`config.mk`:
```
export PLATFORM = sky130hd
export DESIGN_NAME = utf8_to_cp1251_converter_unit
export DESIGN_NICKNAME = d
export VERILOG_FILES = /design/src/utf8c_pkg.sv /design/src/utf8_to_cp1251_converter_unit.sv /design/src/utf8c_ctrl.sv /design/src/utf8c_datapath.sv
export SDC_FILE = /design/constraint.sdc
export NUM_CORES = 1
export LEC_CHECK = 0
export ABC_AREA = 1
export BUFFER_PORTS_ARGS = -buffer_cell sky130_fd_sc_hd__buf_2
export CORE_UTILIZATION = 28
export DETAILED_ROUTE_END_ITERATION = 8
export GPL_ROUTABILITY_DRIVEN = 0
export PLACE_DENSITY_LB_ADDON = 0.15
export SYNTH_ARGS = -nofsm -noshare
export SYNTH_HDL_FRONTEND = slang
export SYNTH_HIERARCHICAL = 1
export SYNTH_SLANG_ARGS = --single-unit
```
`constraint.sdc`:
```
create_clock -name clk -period 4.5 [get_ports clk]
set_clock_uncertainty 0.15 [all_clocks]
set_input_delay 0.9 -clock clk [delete_from_list [all_inputs] [get_ports clk]]
set_output_delay 0.9 -clock clk [all_outputs]
set_load 0.05 [all_outputs]
```
`src/utf8c_pkg.sv`:
```
// shared types, constants and the upper-half code point table
package utf8c_pkg;

  localparam int unsigned MapEntriesDefault = 64;
  localparam int unsigned StdEntries        = 64;

  localparam logic [2:0] SeqNone   = 3'd7;
  localparam logic [7:0] Backslash = 8'h5C;

  localparam logic [15:0] StdMap [0:StdEntries-1] = '{
    16'h0402, 16'h0403, 16'h201A, 16'h0453, 16'h201E, 16'h2026, 16'h2020, 16'h2021,
    16'h20AC, 16'h2030, 16'h0409, 16'h2039, 16'h040A, 16'h040C, 16'h040B, 16'h040F,
    16'h0452, 16'h2018, 16'h2019, 16'h201C, 16'h201D, 16'h2022, 16'h2013, 16'h2014,
    16'h0098, 16'h2122, 16'h0459, 16'h203A, 16'h045A, 16'h045C, 16'h045B, 16'h045F,
    16'h00A0, 16'h040E, 16'h045E, 16'h0408, 16'h00A4, 16'h0490, 16'h00A6, 16'h00A7,
    16'h0401, 16'h00A9, 16'h0404, 16'h00AB, 16'h00AC, 16'h00AD, 16'h00AE, 16'h0407,
    16'h00B0, 16'h00B1, 16'h0406, 16'h0456, 16'h0491, 16'h00B5, 16'h00B6, 16'h00B7,
    16'h0451, 16'h2116, 16'h0454, 16'h00BB, 16'h0458, 16'h0405, 16'h0455, 16'h0457
  };

  // register indexes of the configuration port
  localparam logic CfgInputLimit  = 1'b0;
  localparam logic CfgOutputLimit = 1'b1;

  typedef struct packed {
    logic load;
    logic decode;
    logic lookup;
    logic push_bs;
    logic push_term;
    logic push_main;
  } utf8c_cmd_t;

  typedef struct packed {
    logic bs;
    logic term;
    logic need_lookup;
    logic main;
    logic slot_free;
  } utf8c_status_t;

  function automatic logic [15:0] map_entry(input int unsigned idx);
    logic [15:0] val;
    if (idx < StdEntries) begin
      val = StdMap[idx[5:0]];
    end else begin
      val = 16'h0080;
    end
    return val;
  endfunction

endpackage

```
`src/utf8_to_cp1251_converter_unit.sv`:
```
// top level of the utf-8 to windows-1251 converter
//
// the slave stream takes one raw utf-8 byte per transaction in s_axis_tdata.
// the master stream gives converted bytes: tdata holds the byte and the running
// output length, tlast marks the terminator that closes a string (zero byte,
// final length). a zero input byte or a reached limit closes the string; after
// a limit stop input is discarded up to the next zero byte.
// the cfg channel writes input_limit (index 0) and output_limit (index 1);
// it is always ready and should be used only while the converter is idle.
// one byte is handled at a time by the controller: load, decode and route,
// then idle for a byte with no result; a byte that gives one result directly
// (plain ascii, a passed-on backslash, a terminator) takes its push state, the
// byte that completes a code point first takes the lookup state for the
// upper-half table compare (with or without a match), and a held backslash is
// pushed before a terminator; a result leaves via a single output register.
// while the receiver stalls, the controller waits in its push state and the
// slave side stays not ready; the output register holds its transaction.
// synchronous reset restores both limits to 65535 and clears all string state.
module utf8_to_cp1251_converter_unit
  import utf8c_pkg::*;
#(
  parameter int unsigned MAP_ENTRIES = MapEntriesDefault
) (
  input  logic        clk,
  input  logic        rst,
  input  logic        s_axis_tvalid,
  output logic        s_axis_tready,
  input  logic [7:0]  s_axis_tdata,   // [7:0] in_byte
  output logic        m_axis_tvalid,
  input  logic        m_axis_tready,
  output logic [23:0] m_axis_tdata,   // [7:0] out_byte, [23:8] out_length
  output logic        m_axis_tlast,   // is_end
  input  logic        cfg_valid,
  output logic        cfg_ready,
  input  logic        cfg_index,
  input  logic [15:0] cfg_data
);

  utf8c_cmd_t    cmd;
  utf8c_status_t status;
  logic [7:0]    out_byte;
  logic [15:0]   out_length;

  assign cfg_ready    = 1'b1;
  assign m_axis_tdata = {out_length, out_byte};

  utf8c_ctrl u_ctrl (
    .clk      (clk),
    .rst      (rst),
    .in_valid (s_axis_tvalid),
    .in_ready (s_axis_tready),
    .status   (status),
    .cmd      (cmd)
  );

  utf8c_datapath #(
    .MAP_ENTRIES (MAP_ENTRIES)
  ) u_datapath (
    .clk        (clk),
    .rst        (rst),
    .in_byte    (s_axis_tdata),
    .cfg_we     (cfg_valid && cfg_ready),
    .cfg_index  (cfg_index),
    .cfg_data   (cfg_data),
    .cmd        (cmd),
    .status     (status),
    .out_valid  (m_axis_tvalid),
    .out_ready  (m_axis_tready),
    .out_byte   (out_byte),
    .out_last   (m_axis_tlast),
    .out_length (out_length)
  );

endmodule

```
`src/utf8c_ctrl.sv`:
```
// controller state machine sequencing decode, lookup and result pushes
module utf8c_ctrl
  import utf8c_pkg::*;
(
  input  logic          clk,
  input  logic          rst,
  input  logic          in_valid,
  output logic          in_ready,
  input  utf8c_status_t status,
  output utf8c_cmd_t    cmd
);

  typedef enum logic [6:0] {
    IDLE      = 7'b0000001,
    DECODE    = 7'b0000010,
    ROUTE     = 7'b0000100,
    PUSH_BS   = 7'b0001000,
    PUSH_TERM = 7'b0010000,
    LOOKUP    = 7'b0100000,
    PUSH_MAIN = 7'b1000000
  } state_t;

  state_t state, state_next;

  always_ff @(posedge clk) begin
    if (rst) begin
      state <= IDLE;
    end else begin
      state <= state_next;
    end
  end

  assign in_ready = (state == IDLE);

  always_comb begin
    state_next = state;
    cmd        = '0;
    unique case (state)
      IDLE: begin
        if (in_valid) begin
          cmd.load   = 1'b1;
          state_next = DECODE;
        end
      end
      DECODE: begin
        cmd.decode = 1'b1;
        state_next = ROUTE;
      end
      ROUTE: begin
        if (status.bs) begin
          state_next = PUSH_BS;
        end else if (status.term) begin
          state_next = PUSH_TERM;
        end else if (status.need_lookup) begin
          state_next = LOOKUP;
        end else if (status.main) begin
          state_next = PUSH_MAIN;
        end else begin
          state_next = IDLE;
        end
      end
      PUSH_BS: begin
        if (status.slot_free) begin
          cmd.push_bs = 1'b1;
          state_next  = status.term ? PUSH_TERM : IDLE;
        end
      end
      PUSH_TERM: begin
        if (status.slot_free) begin
          cmd.push_term = 1'b1;
          state_next    = IDLE;
        end
      end
      LOOKUP: begin
        cmd.lookup = 1'b1;
        state_next = PUSH_MAIN;
      end
      PUSH_MAIN: begin
        if (!status.main) begin
          state_next = IDLE;
        end else if (status.slot_free) begin
          cmd.push_main = 1'b1;
          state_next    = IDLE;
        end
      end
      default: begin
        state_next = IDLE;
      end
    endcase
  end

endmodule

```
`src/utf8c_datapath.sv`:
```
// datapath: sequence decoder, string counters, code point lookup, output register
module utf8c_datapath
  import utf8c_pkg::*;
#(
  parameter int unsigned MAP_ENTRIES = MapEntriesDefault
) (
  input  logic          clk,
  input  logic          rst,
  input  logic [7:0]    in_byte,
  input  logic          cfg_we,
  input  logic          cfg_index,
  input  logic [15:0]   cfg_data,
  input  utf8c_cmd_t    cmd,
  output utf8c_status_t status,
  output logic          out_valid,
  input  logic          out_ready,
  output logic [7:0]    out_byte,
  output logic          out_last,
  output logic [15:0]   out_length
);

  logic [15:0] input_limit;
  logic [15:0] output_limit;
  logic [7:0]  byte_reg;
  logic [2:0]  bytes_expected;
  logic [1:0]  bytes_seen;
  logic [20:0] code_accum;
  logic        backslash_pending;
  logic [15:0] in_count;
  logic [15:0] out_count;
  logic        draining;
  logic        bs_flag;
  logic        term_flag;
  logic        lookup_flag;
  logic        main_flag;
  logic [7:0]  main_byte;
  logic [20:0] cp_reg;

  logic        bs_emit;
  logic [15:0] oc_eff;
  logic        stop;
  logic [20:0] accum_shift;
  logic [1:0]  seen_inc;
  logic        map_hit;
  logic [7:0]  map_byte;
  logic        lk_valid;
  logic [7:0]  lk_byte;

  assign bs_emit     = backslash_pending && (byte_reg == Backslash);
  assign oc_eff      = out_count + 16'(bs_emit);
  assign stop        = (byte_reg == 8'h00) || (oc_eff >= output_limit)
                    || (in_count >= input_limit);
  assign accum_shift = {code_accum[14:0], byte_reg[5:0]};
  assign seen_inc    = bytes_seen + 2'd1;

  always_comb begin
    map_hit  = 1'b0;
    map_byte = 8'h00;
    for (int i = int'(MAP_ENTRIES) - 1; i >= 0; i--) begin
      if (cp_reg == {5'b0, map_entry(i)}) begin
        map_hit  = 1'b1;
        map_byte = 8'(8'h80 + i);
      end
    end
  end

  always_comb begin
    if (cp_reg >= 21'h80 && cp_reg <= 21'hFF) begin
      lk_valid = 1'b1;
      lk_byte  = cp_reg[7:0];
    end else if (cp_reg >= 21'h0410 && cp_reg <= 21'h044F) begin
      lk_valid = 1'b1;
      lk_byte  = 8'(cp_reg[7:0] - 8'h10 + 8'hC0);
    end else begin
      lk_valid = map_hit;
      lk_byte  = map_byte;
    end
  end

  assign status.bs          = bs_flag;
  assign status.term        = term_flag;
  assign status.need_lookup = lookup_flag;
  assign status.main        = main_flag;
  assign status.slot_free   = !out_valid || out_ready;

  // configuration registers
  always_ff @(posedge clk) begin
    if (rst) begin
      input_limit  <= 16'hFFFF;
      output_limit <= 16'hFFFF;
    end else if (cfg_we) begin
      case (cfg_index)
        CfgInputLimit:  input_limit  <= cfg_data;
        CfgOutputLimit: output_limit <= cfg_data;
        default: ;
      endcase
    end
  end

  always_ff @(posedge clk) begin
    if (cmd.load) begin
      byte_reg <= in_byte;
    end
    if (cmd.decode) begin
      cp_reg <= accum_shift;
    end
    if (cmd.decode && !draining && !stop && bytes_expected == SeqNone) begin
      main_byte <= byte_reg;
    end else if (cmd.lookup) begin
      main_byte <= lk_byte;
    end
  end

  // decoder and string state
  always_ff @(posedge clk) begin
    if (rst) begin
      bytes_expected    <= SeqNone;
      bytes_seen        <= 2'd0;
      code_accum        <= '0;
      backslash_pending <= 1'b0;
      in_count          <= '0;
      draining          <= 1'b0;
      bs_flag           <= 1'b0;
      term_flag         <= 1'b0;
      lookup_flag       <= 1'b0;
      main_flag         <= 1'b0;
    end else if (cmd.decode) begin
      bs_flag     <= 1'b0;
      term_flag   <= 1'b0;
      lookup_flag <= 1'b0;
      main_flag   <= 1'b0;
      if (draining) begin
        if (byte_reg == 8'h00) begin
          draining <= 1'b0;
        end
      end else begin
        bs_flag           <= bs_emit;
        backslash_pending <= 1'b0;
        if (stop) begin
          term_flag      <= 1'b1;
          draining       <= (byte_reg != 8'h00);
          bytes_expected <= SeqNone;
          bytes_seen     <= 2'd0;
          code_accum     <= '0;
          in_count       <= '0;
        end else begin
          in_count <= in_count + 16'd1;
          if (bytes_expected == SeqNone) begin
            if (byte_reg >= 8'hF8) begin
              bytes_expected <= SeqNone;
            end else if (byte_reg >= 8'hF0) begin
              code_accum     <= {18'b0, byte_reg[2:0]};
              bytes_expected <= 3'd3;
              bytes_seen     <= 2'd0;
            end else if (byte_reg >= 8'hE0) begin
              code_accum     <= {17'b0, byte_reg[3:0]};
              bytes_expected <= 3'd2;
              bytes_seen     <= 2'd0;
            end else if (byte_reg >= 8'hC0) begin
              code_accum     <= {16'b0, byte_reg[4:0]};
              bytes_expected <= 3'd1;
              bytes_seen     <= 2'd0;
            end else if (byte_reg <= 8'h7F) begin
              if (byte_reg == Backslash) begin
                backslash_pending <= 1'b1;
              end else begin
                main_flag <= 1'b1;
              end
            end
          end else if (byte_reg > 8'hBF) begin
            bytes_expected <= SeqNone;
            bytes_seen     <= 2'd0;
          end else begin
            code_accum <= accum_shift;
            if ({1'b0, seen_inc} == bytes_expected) begin
              bytes_expected <= SeqNone;
              bytes_seen     <= 2'd0;
              lookup_flag    <= 1'b1;
            end else begin
              bytes_seen <= seen_inc;
            end
          end
        end
      end
    end else if (cmd.lookup) begin
      lookup_flag <= 1'b0;
      main_flag   <= lk_valid;
    end
  end

  // output register and emitted byte count
  always_ff @(posedge clk) begin
    if (rst) begin
      out_valid <= 1'b0;
      out_count <= '0;
    end else begin
      if (out_ready) begin
        out_valid <= 1'b0;
      end
      if (cmd.push_bs || cmd.push_main) begin
        out_valid  <= 1'b1;
        out_byte   <= cmd.push_bs ? Backslash : main_byte;
        out_last   <= 1'b0;
        out_length <= out_count + 16'd1;
        out_count  <= out_count + 16'd1;
      end else if (cmd.push_term) begin
        out_valid  <= 1'b1;
        out_byte   <= 8'h00;
        out_last   <= 1'b1;
        out_length <= out_count;
        out_count  <= '0;
      end
    end
  end

endmodule
```
### Word-level counts from Yosys, hierarchy flattened

Index checks and enable logic that the tools add are counted.

| storage, ports and cells | value |
|---|---|
| register bits | 160 |
| input port bits | 30 |
| output and inout bits | 28 |
| logic and storage cells | 370 |

| cells by class | value |
|---|---|
| reductions and logical operators | 28 |
| mux-type cells | 220 |
| equal/unequal tests | 80 |
| bitwise gates (word level) | 3 |
| add/sub/neg operators | 6 |
| order comparisons | 12 |

Operators by type and width:

| kind | number |
|---|---|
| $eq A21 B11 Y1 const B | 30 |
| $mux W8 | 71 |
| $eq A21 B14 Y1 const B | 18 |
| $eq A21 B8 Y1 const B | 16 |
| $mux W1 | 111 |
| $mux W15 | 7 |
| $mux W16 | 5 |
| $mux W7 | 8 |
| $pmux W7 S7 | 1 |
| $add A16 B1 Y16 const B | 2 |
| $ge A16 B16 Y1 | 2 |
| $ge A8 B8 Y1 const B | 4 |
| $mux W3 | 8 |
| $ge A21 B11 Y1 const B | 1 |
| $ge A21 B8 Y1 const B | 1 |
| $le A21 B11 Y1 const B | 1 |
| $le A21 B8 Y1 const B | 1 |
| $add A16 B1 Y16 | 1 |
| $mux W2 | 8 |
| $reduce_and A2 Y1 | 5 |
| $add A8 B8 Y8 const B | 1 |
| $eq A8 B7 Y1 const B | 1 |
| $gt A8 B8 Y1 const B | 1 |
| $le A8 B7 Y1 const B | 1 |
| other kinds (28) | 44 |

### Longest topological paths before layout

| depth | value |
|---|---|
| depth after elaboration | 69 |
| depth in mapped cells | 27 |

### Modules after synthesis

Netlist, hierarchy kept.

By module, submodules not included:

| module | seq. area each (sq um) | area each (sq um) | cells an instance | times used |
|---|---|---|---|---|
| utf8c_datapath | 3683.5 | 8729.6 | 1127 | 1 |
| utf8c_ctrl | 140.1 | 536.8 | 94 | 1 |
| utf8_to_cp1251_converter_unit | 0.0 | 11.3 | 2 | 1 |

### Worst setup path before layout

No wires, ideal clock.

| timing path | value |
|---|---|
| path kind | flip-flop to flip-flop |
| start | register u_datapath.byte_reg[0] |
| end | register u_datapath.main_byte[7], data pin |
| data required time | 4095 ps |
| setup slack | -145 ps |
| setup time | 255 ps |
| data arrival time | 4240 ps |
| path buffers | 1 |
| period minus slack after synthesis | 4645 ps |
| stages on the path, launching flop included | 25 |
| cells stage by stage | edfxtp_1 -> or4_1 -> nor4_1 -> and2_1 -> ha_1 -> ha_1 -> nand3_1 -> nor3_1 -> nand2_1 -> xor2_1 -> inv_1 -> ha_1 -> nand2_1 -> nor2_1 -> nor3_1 -> o211ai_1 -> a211oi_1 -> nand2_1 -> nor2_1 -> inv_1 -> nor2_2 -> inv_1 -> buf_2 -> o21ai_0 -> inv_1 |

| between the ends | value |
|---|---|
| word-level cells in the longest chain between the ends | 10 |
| elaborated cells on any way between the ends | 11 |
| classes of those cells | add/sub (1); order compare (1); eq/ne (1); mux (1); reduce/logical (7) |

Ends and longest elaborated chain:

| what | line | text |
|---|---|---|
| from (decl) | utf8c_datapath.sv:24 | `logic [7:0] byte_reg;` |
| from (signal assigned) | utf8c_datapath.sv:102 | `byte_reg <= in_byte;` |
| $eq A8 B7 Y1 | utf8c_datapath.sv:49 | `assign bs_emit = backslash_pending && (byte_reg == Backslash);` |
| $logic_and A1 B1 Y1 | utf8c_datapath.sv:49 |  |
| $add A16 B1 Y16 | utf8c_datapath.sv:50 | `assign oc_eff = out_count + 16'(bs_emit);` |
| $ge A16 B16 Y1 | utf8c_datapath.sv:51 | `assign stop = (byte_reg == 8'h00) \|\| (oc_eff >= output_limit)` |
| $logic_or A1 B1 Y1 (*) | utf8c_datapath.sv:51 |  |
| $logic_or A1 B1 Y1 (*) | utf8c_datapath.sv:52 | `\|\| (in_count >= input_limit);` |
| $logic_not A1 Y1 (*) | utf8c_datapath.sv:107 | `if (cmd.decode && !draining && !stop && bytes_expected == SeqNone) begin` |
| $logic_and A1 B1 Y1 (*) (2 in a row) | utf8c_datapath.sv:107 |  |
| $mux W8 (*) | utf8c_datapath.sv:107 |  |
| to (signal assigned) | utf8c_datapath.sv:108 | `main_byte <= byte_reg;` |
| to (signal assigned) | utf8c_datapath.sv:110 | `main_byte <= lk_byte;` |
| to (decl) | utf8c_datapath.sv:36 | `logic [7:0] main_byte;` |

Mark *: on every way between the ends. The rest lies on a longest branch, timed or not.
A chain may end at the register's enable or synchronous reset.

### Worst setup path after layout

| timing path | value |
|---|---|
| start | register u_datapath.byte_reg[0] |
| end | register u_datapath.code_accum[3] |

| between the ends | value |
|---|---|
| word-level cells in the longest chain between the ends | 8 |
| elaborated cells on any way between the ends | 21 |
| classes of those cells | add/sub (1); order compare (6); eq/ne (4); mux (5); reduce/logical (5) |

Ends and longest elaborated chain:

| what | line | text |
|---|---|---|
| $eq A8 B7 Y1 | utf8c_datapath.sv:49 |  |
| $logic_and A1 B1 Y1 | utf8c_datapath.sv:49 |  |
| $add A16 B1 Y16 | utf8c_datapath.sv:50 |  |
| $ge A16 B16 Y1 | utf8c_datapath.sv:51 |  |
| $logic_or A1 B1 Y1 | utf8c_datapath.sv:51 |  |
| $logic_or A1 B1 Y1 | utf8c_datapath.sv:52 |  |
| $ne A5 B4 Y1 (no line) (tied with other cells) | - |  |
| $reduce_and A5 Y1 (no line) | - |  |
| to (signal assigned) | utf8c_datapath.sv:152 | `code_accum <= {18'b0, byte_reg[2:0]};` |
| to (signal assigned) | utf8c_datapath.sv:156 | `code_accum <= {17'b0, byte_reg[3:0]};` |
| to (signal assigned) | utf8c_datapath.sv:160 | `code_accum <= {16'b0, byte_reg[4:0]};` |
| to (decl) | utf8c_datapath.sv:27 | `logic [20:0] code_accum;` |

Parallel ways exist; a longest one is shown, timed or not. The select of a mux whose other input is x is not followed.

==> metrics <==
final setup vio count 0; global-route wire length before repair 42.9 mm; final instance area 11200 sq um; dpl cell area 10300 sq um; die area 33900 sq um; crit share post-route 99.7%; area delta synth->final 21.2%; post-synthesis adder-cell area fraction 5.53%; cts bufs inserted 17; pre-CTS setup slack -437 ps; Fmax 223 MHz; CP dominant cell by count nand2_1; via count 8397; post-synth cell types 54; clock transition at the registers of the reported paths 70 ps; Slowest Stage Delay on Critical Path 570 ps; Register-to-Register Path Depth 25; max cap viols 0; pwr dens 279 nW/um^2; Leakage Power 5.01 nW; Gate Count Post-Synth 1223; vias per cell 4.73; Synth Area in Compound Gates 13.8%; critical path type reg2reg; H-tree Lvls 4; TritonRoute pass-1 iters 7; largest net degree at the start of global routing 41; Seq/Total Area, Yosys 41.2%; Slew HR 21.9%; Power, Total 3.14 mW; 1st-iter DRT viols 542; Worst Hold Path Cells 0; Synth top area share 21.1%; Core Rows 66; gr ovfl total 0; Residual DRC 0; initial antenna violation count 0; Ys Warns 6; unrepaired setup endpoints after global routing yes; layout cells sized above 1 18.4%; number of diodes 0; Die Y-Extent 184 um; Simple-Gate Fraction of Synth Area 27.5%; core box area 32500 sq um; Final WS setup 12.3 ps; final WL 26.5 mm; leading area contributor after synthesis dfxtp_1; final hold violation count 0; Worst Setup End Kind flip-flop; max-slew violations 0; startpoint types flip-flop; CP max-delay cell or4_4; Synth Register Bits 160; xor/xnor share of the synthesized area 1.70%; DR WL/cell 14.9 um; die width 184 um; main flop type after synthesis dfxtp_1; maximum vdd drop 0.259 mV; DP Wirelength 20.1 mm; worst-path fanout max 16; Final #Nets 1393; largest family of logic cells by synthesized area simple AND/OR/NAND/NOR gates; Post-synth EDFFs 62; mux contribution to synthesized area 0%; Initial Utilization 28.5%; Worst Hold Class reg2reg; largest cells by area after synthesis dfxtp_1 21%, edfxtp_1 20%, nand2_1 8.7%, inv_1 7.7%, ha_1 5.5%; data required time of the critical path 4710 ps; clock buffer depth 2; syn_nets 1294; clk_lat worst skew 440 ps; Post-Synthesis Cell Area 9280 sq um; total global-route track usage 16.2%; Detail Route Antenna Nets 0; CTS sink cnt 160; Synth Area per Inst 7.59 sq um; max reg flops 21; CTS tree done; Final min period 4490 ps; Port Buffer Count 56; async set-reset flop share out of synthesis 0%; status finished, final reports clean; vias in the first global route 8017; CTS Root Cell clkbuf_16; worst-margin pin slew 1170 ps; I/O pin count 58; crit path DAT 4700 ps
==> metrics by stage <==
stage                     instances  TNS, ps  util, %  hold WS [ps]
after floorplan                1223        0        -           259
after global placement         1733    -7030     31.8           263
after detailed placement       1733   -13580     31.8           269
after CTS                      1777    -2030     34.2           285
after global routing           1777    -5540     34.6           296
final                          1777        0     34.6           283
==> layer usage <==
layer | vias up | global-route usage [%] | routed length [um]
met4 | 0 | 4.77 | 376
li1 | 4326 | - | -
met1 | 3887 | 22.4 | 13200
met2 | 160 | 25.8 | 12100
met3 | 24 | 2.44 | 850
met5 | - | 0 | 0
==> cells in the final DEF (no fill, tap or decap), types with 3 or more instances in the layout <==
cell type and instances:
clkinv_4 5, nor2_4 7, inv_2 18, o21ai_2 3
o21ai_0 41, inv_1 185, buf_2 56, buf_6 6
o41ai_1 6, nand4_1 45, inv_4 3, ha_1 38
buf_4 55, nor3_2 6, o21ai_1 8, nand2_2 12
o211ai_1 44, nor2_1 119, dfxtp_1 98, nand3_2 5
ha_4 3, xor2_1 17, a21o_1 3, o211a_1 3
nor2_2 13, nand2_1 210, edfxtp_1 62, clkinv_2 4
nand3_1 54, clkbuf_16 17, nor4_1 21, nor3_1 30
nor4_2 4, a211oi_1 7, a21oi_1 62, o31ai_1 7
a21oi_2 8, nand3b_1 11, or2_2 4
==> final cells by class <==
class,instances,area (sq um)
clock buffers,19,433
clock inverters,13,115
fillers,3546,21300
inverters,204,768
multi-input cells,820,4760
flip-flops and latches,160,3820
well taps,442,553
repair buffers,118,781
repair inverters,1,7.51
==> cell families after synthesis <==
| logic type | after synthesis |
|---|---|
| and+or+nand+nor | 553 |
| xor gates and xnor gates | 18 |
| adders and majority gates | 41 |
| DFF | 160 |
| other | 1 |
| AOI/OAI and AO/OA | 207 |
| buffers and inverters | 243 |
==> what timing repair did <==
action	CTS	global route
gates cloned	1	0
buffers inserted	11	2
endpoints found under the setup margin	54	57
pin swaps	12	14
hold buffers	0	0
resized for setup	39	31
==> power breakdown <==
part / total (mW) / internal [mW] / switching [mW]
combinational: 0.226 / 0.0750 / 0.151
clock: 1.36 / 0.762 / 0.599
sequential: 1.55 / 1.54 / 0.0166
==> cells in the mapped netlist, types with 2 or more instances <==
library cell	number
nand4_1	45
nand3_2	2
or2_2	6
a211oi_1	8
nor2_4	2
o21ai_2	2
dfxtp_1	98
nor4_2	3
a21oi_1	70
ha_1	41
nor2_1	128
nor2_2	9
a31oi_1	2
nor3_1	36
nor3b_1	2
inv_1	190
o21ai_0	46
xor2_1	17
o31ai_1	7
buf_4	7
nand2_2	8
edfxtp_1	62
buf_2	5
o21ai_1	5
o211a_1	3
nand2_1	214
o211ai_1	44
nor4_1	23
clkbuf_1	25
nand3_1	59
inv_2	13
a2111oi_0	2
nand3b_1	11
a21o_1	3
o41ai_1	6
==> worst paths after layout <==
path | start | end | slack, ps
setup / recovery | u_datapath/byte_reg[0] | u_datapath/code_accum[3] | 10
hold / removal | u_datapath/code_accum[10] | u_datapath/cp_reg[16] | 280
setup reg to reg | u_datapath/byte_reg[0] | u_datapath/code_accum[3] | 10
hold reg to reg | u_datapath/code_accum[10] | u_datapath/cp_reg[16] | 280
==> critical path: cells and delay by family (launching register included) <==
family          cells  cell delay, ps
compound gates      6             740
xor+xnor            1             140
fa+ha+maj           3             600
flops               1             380
buf+inv             3             310
simple gates       12            2090
Power figures use the tool's default switching activity.
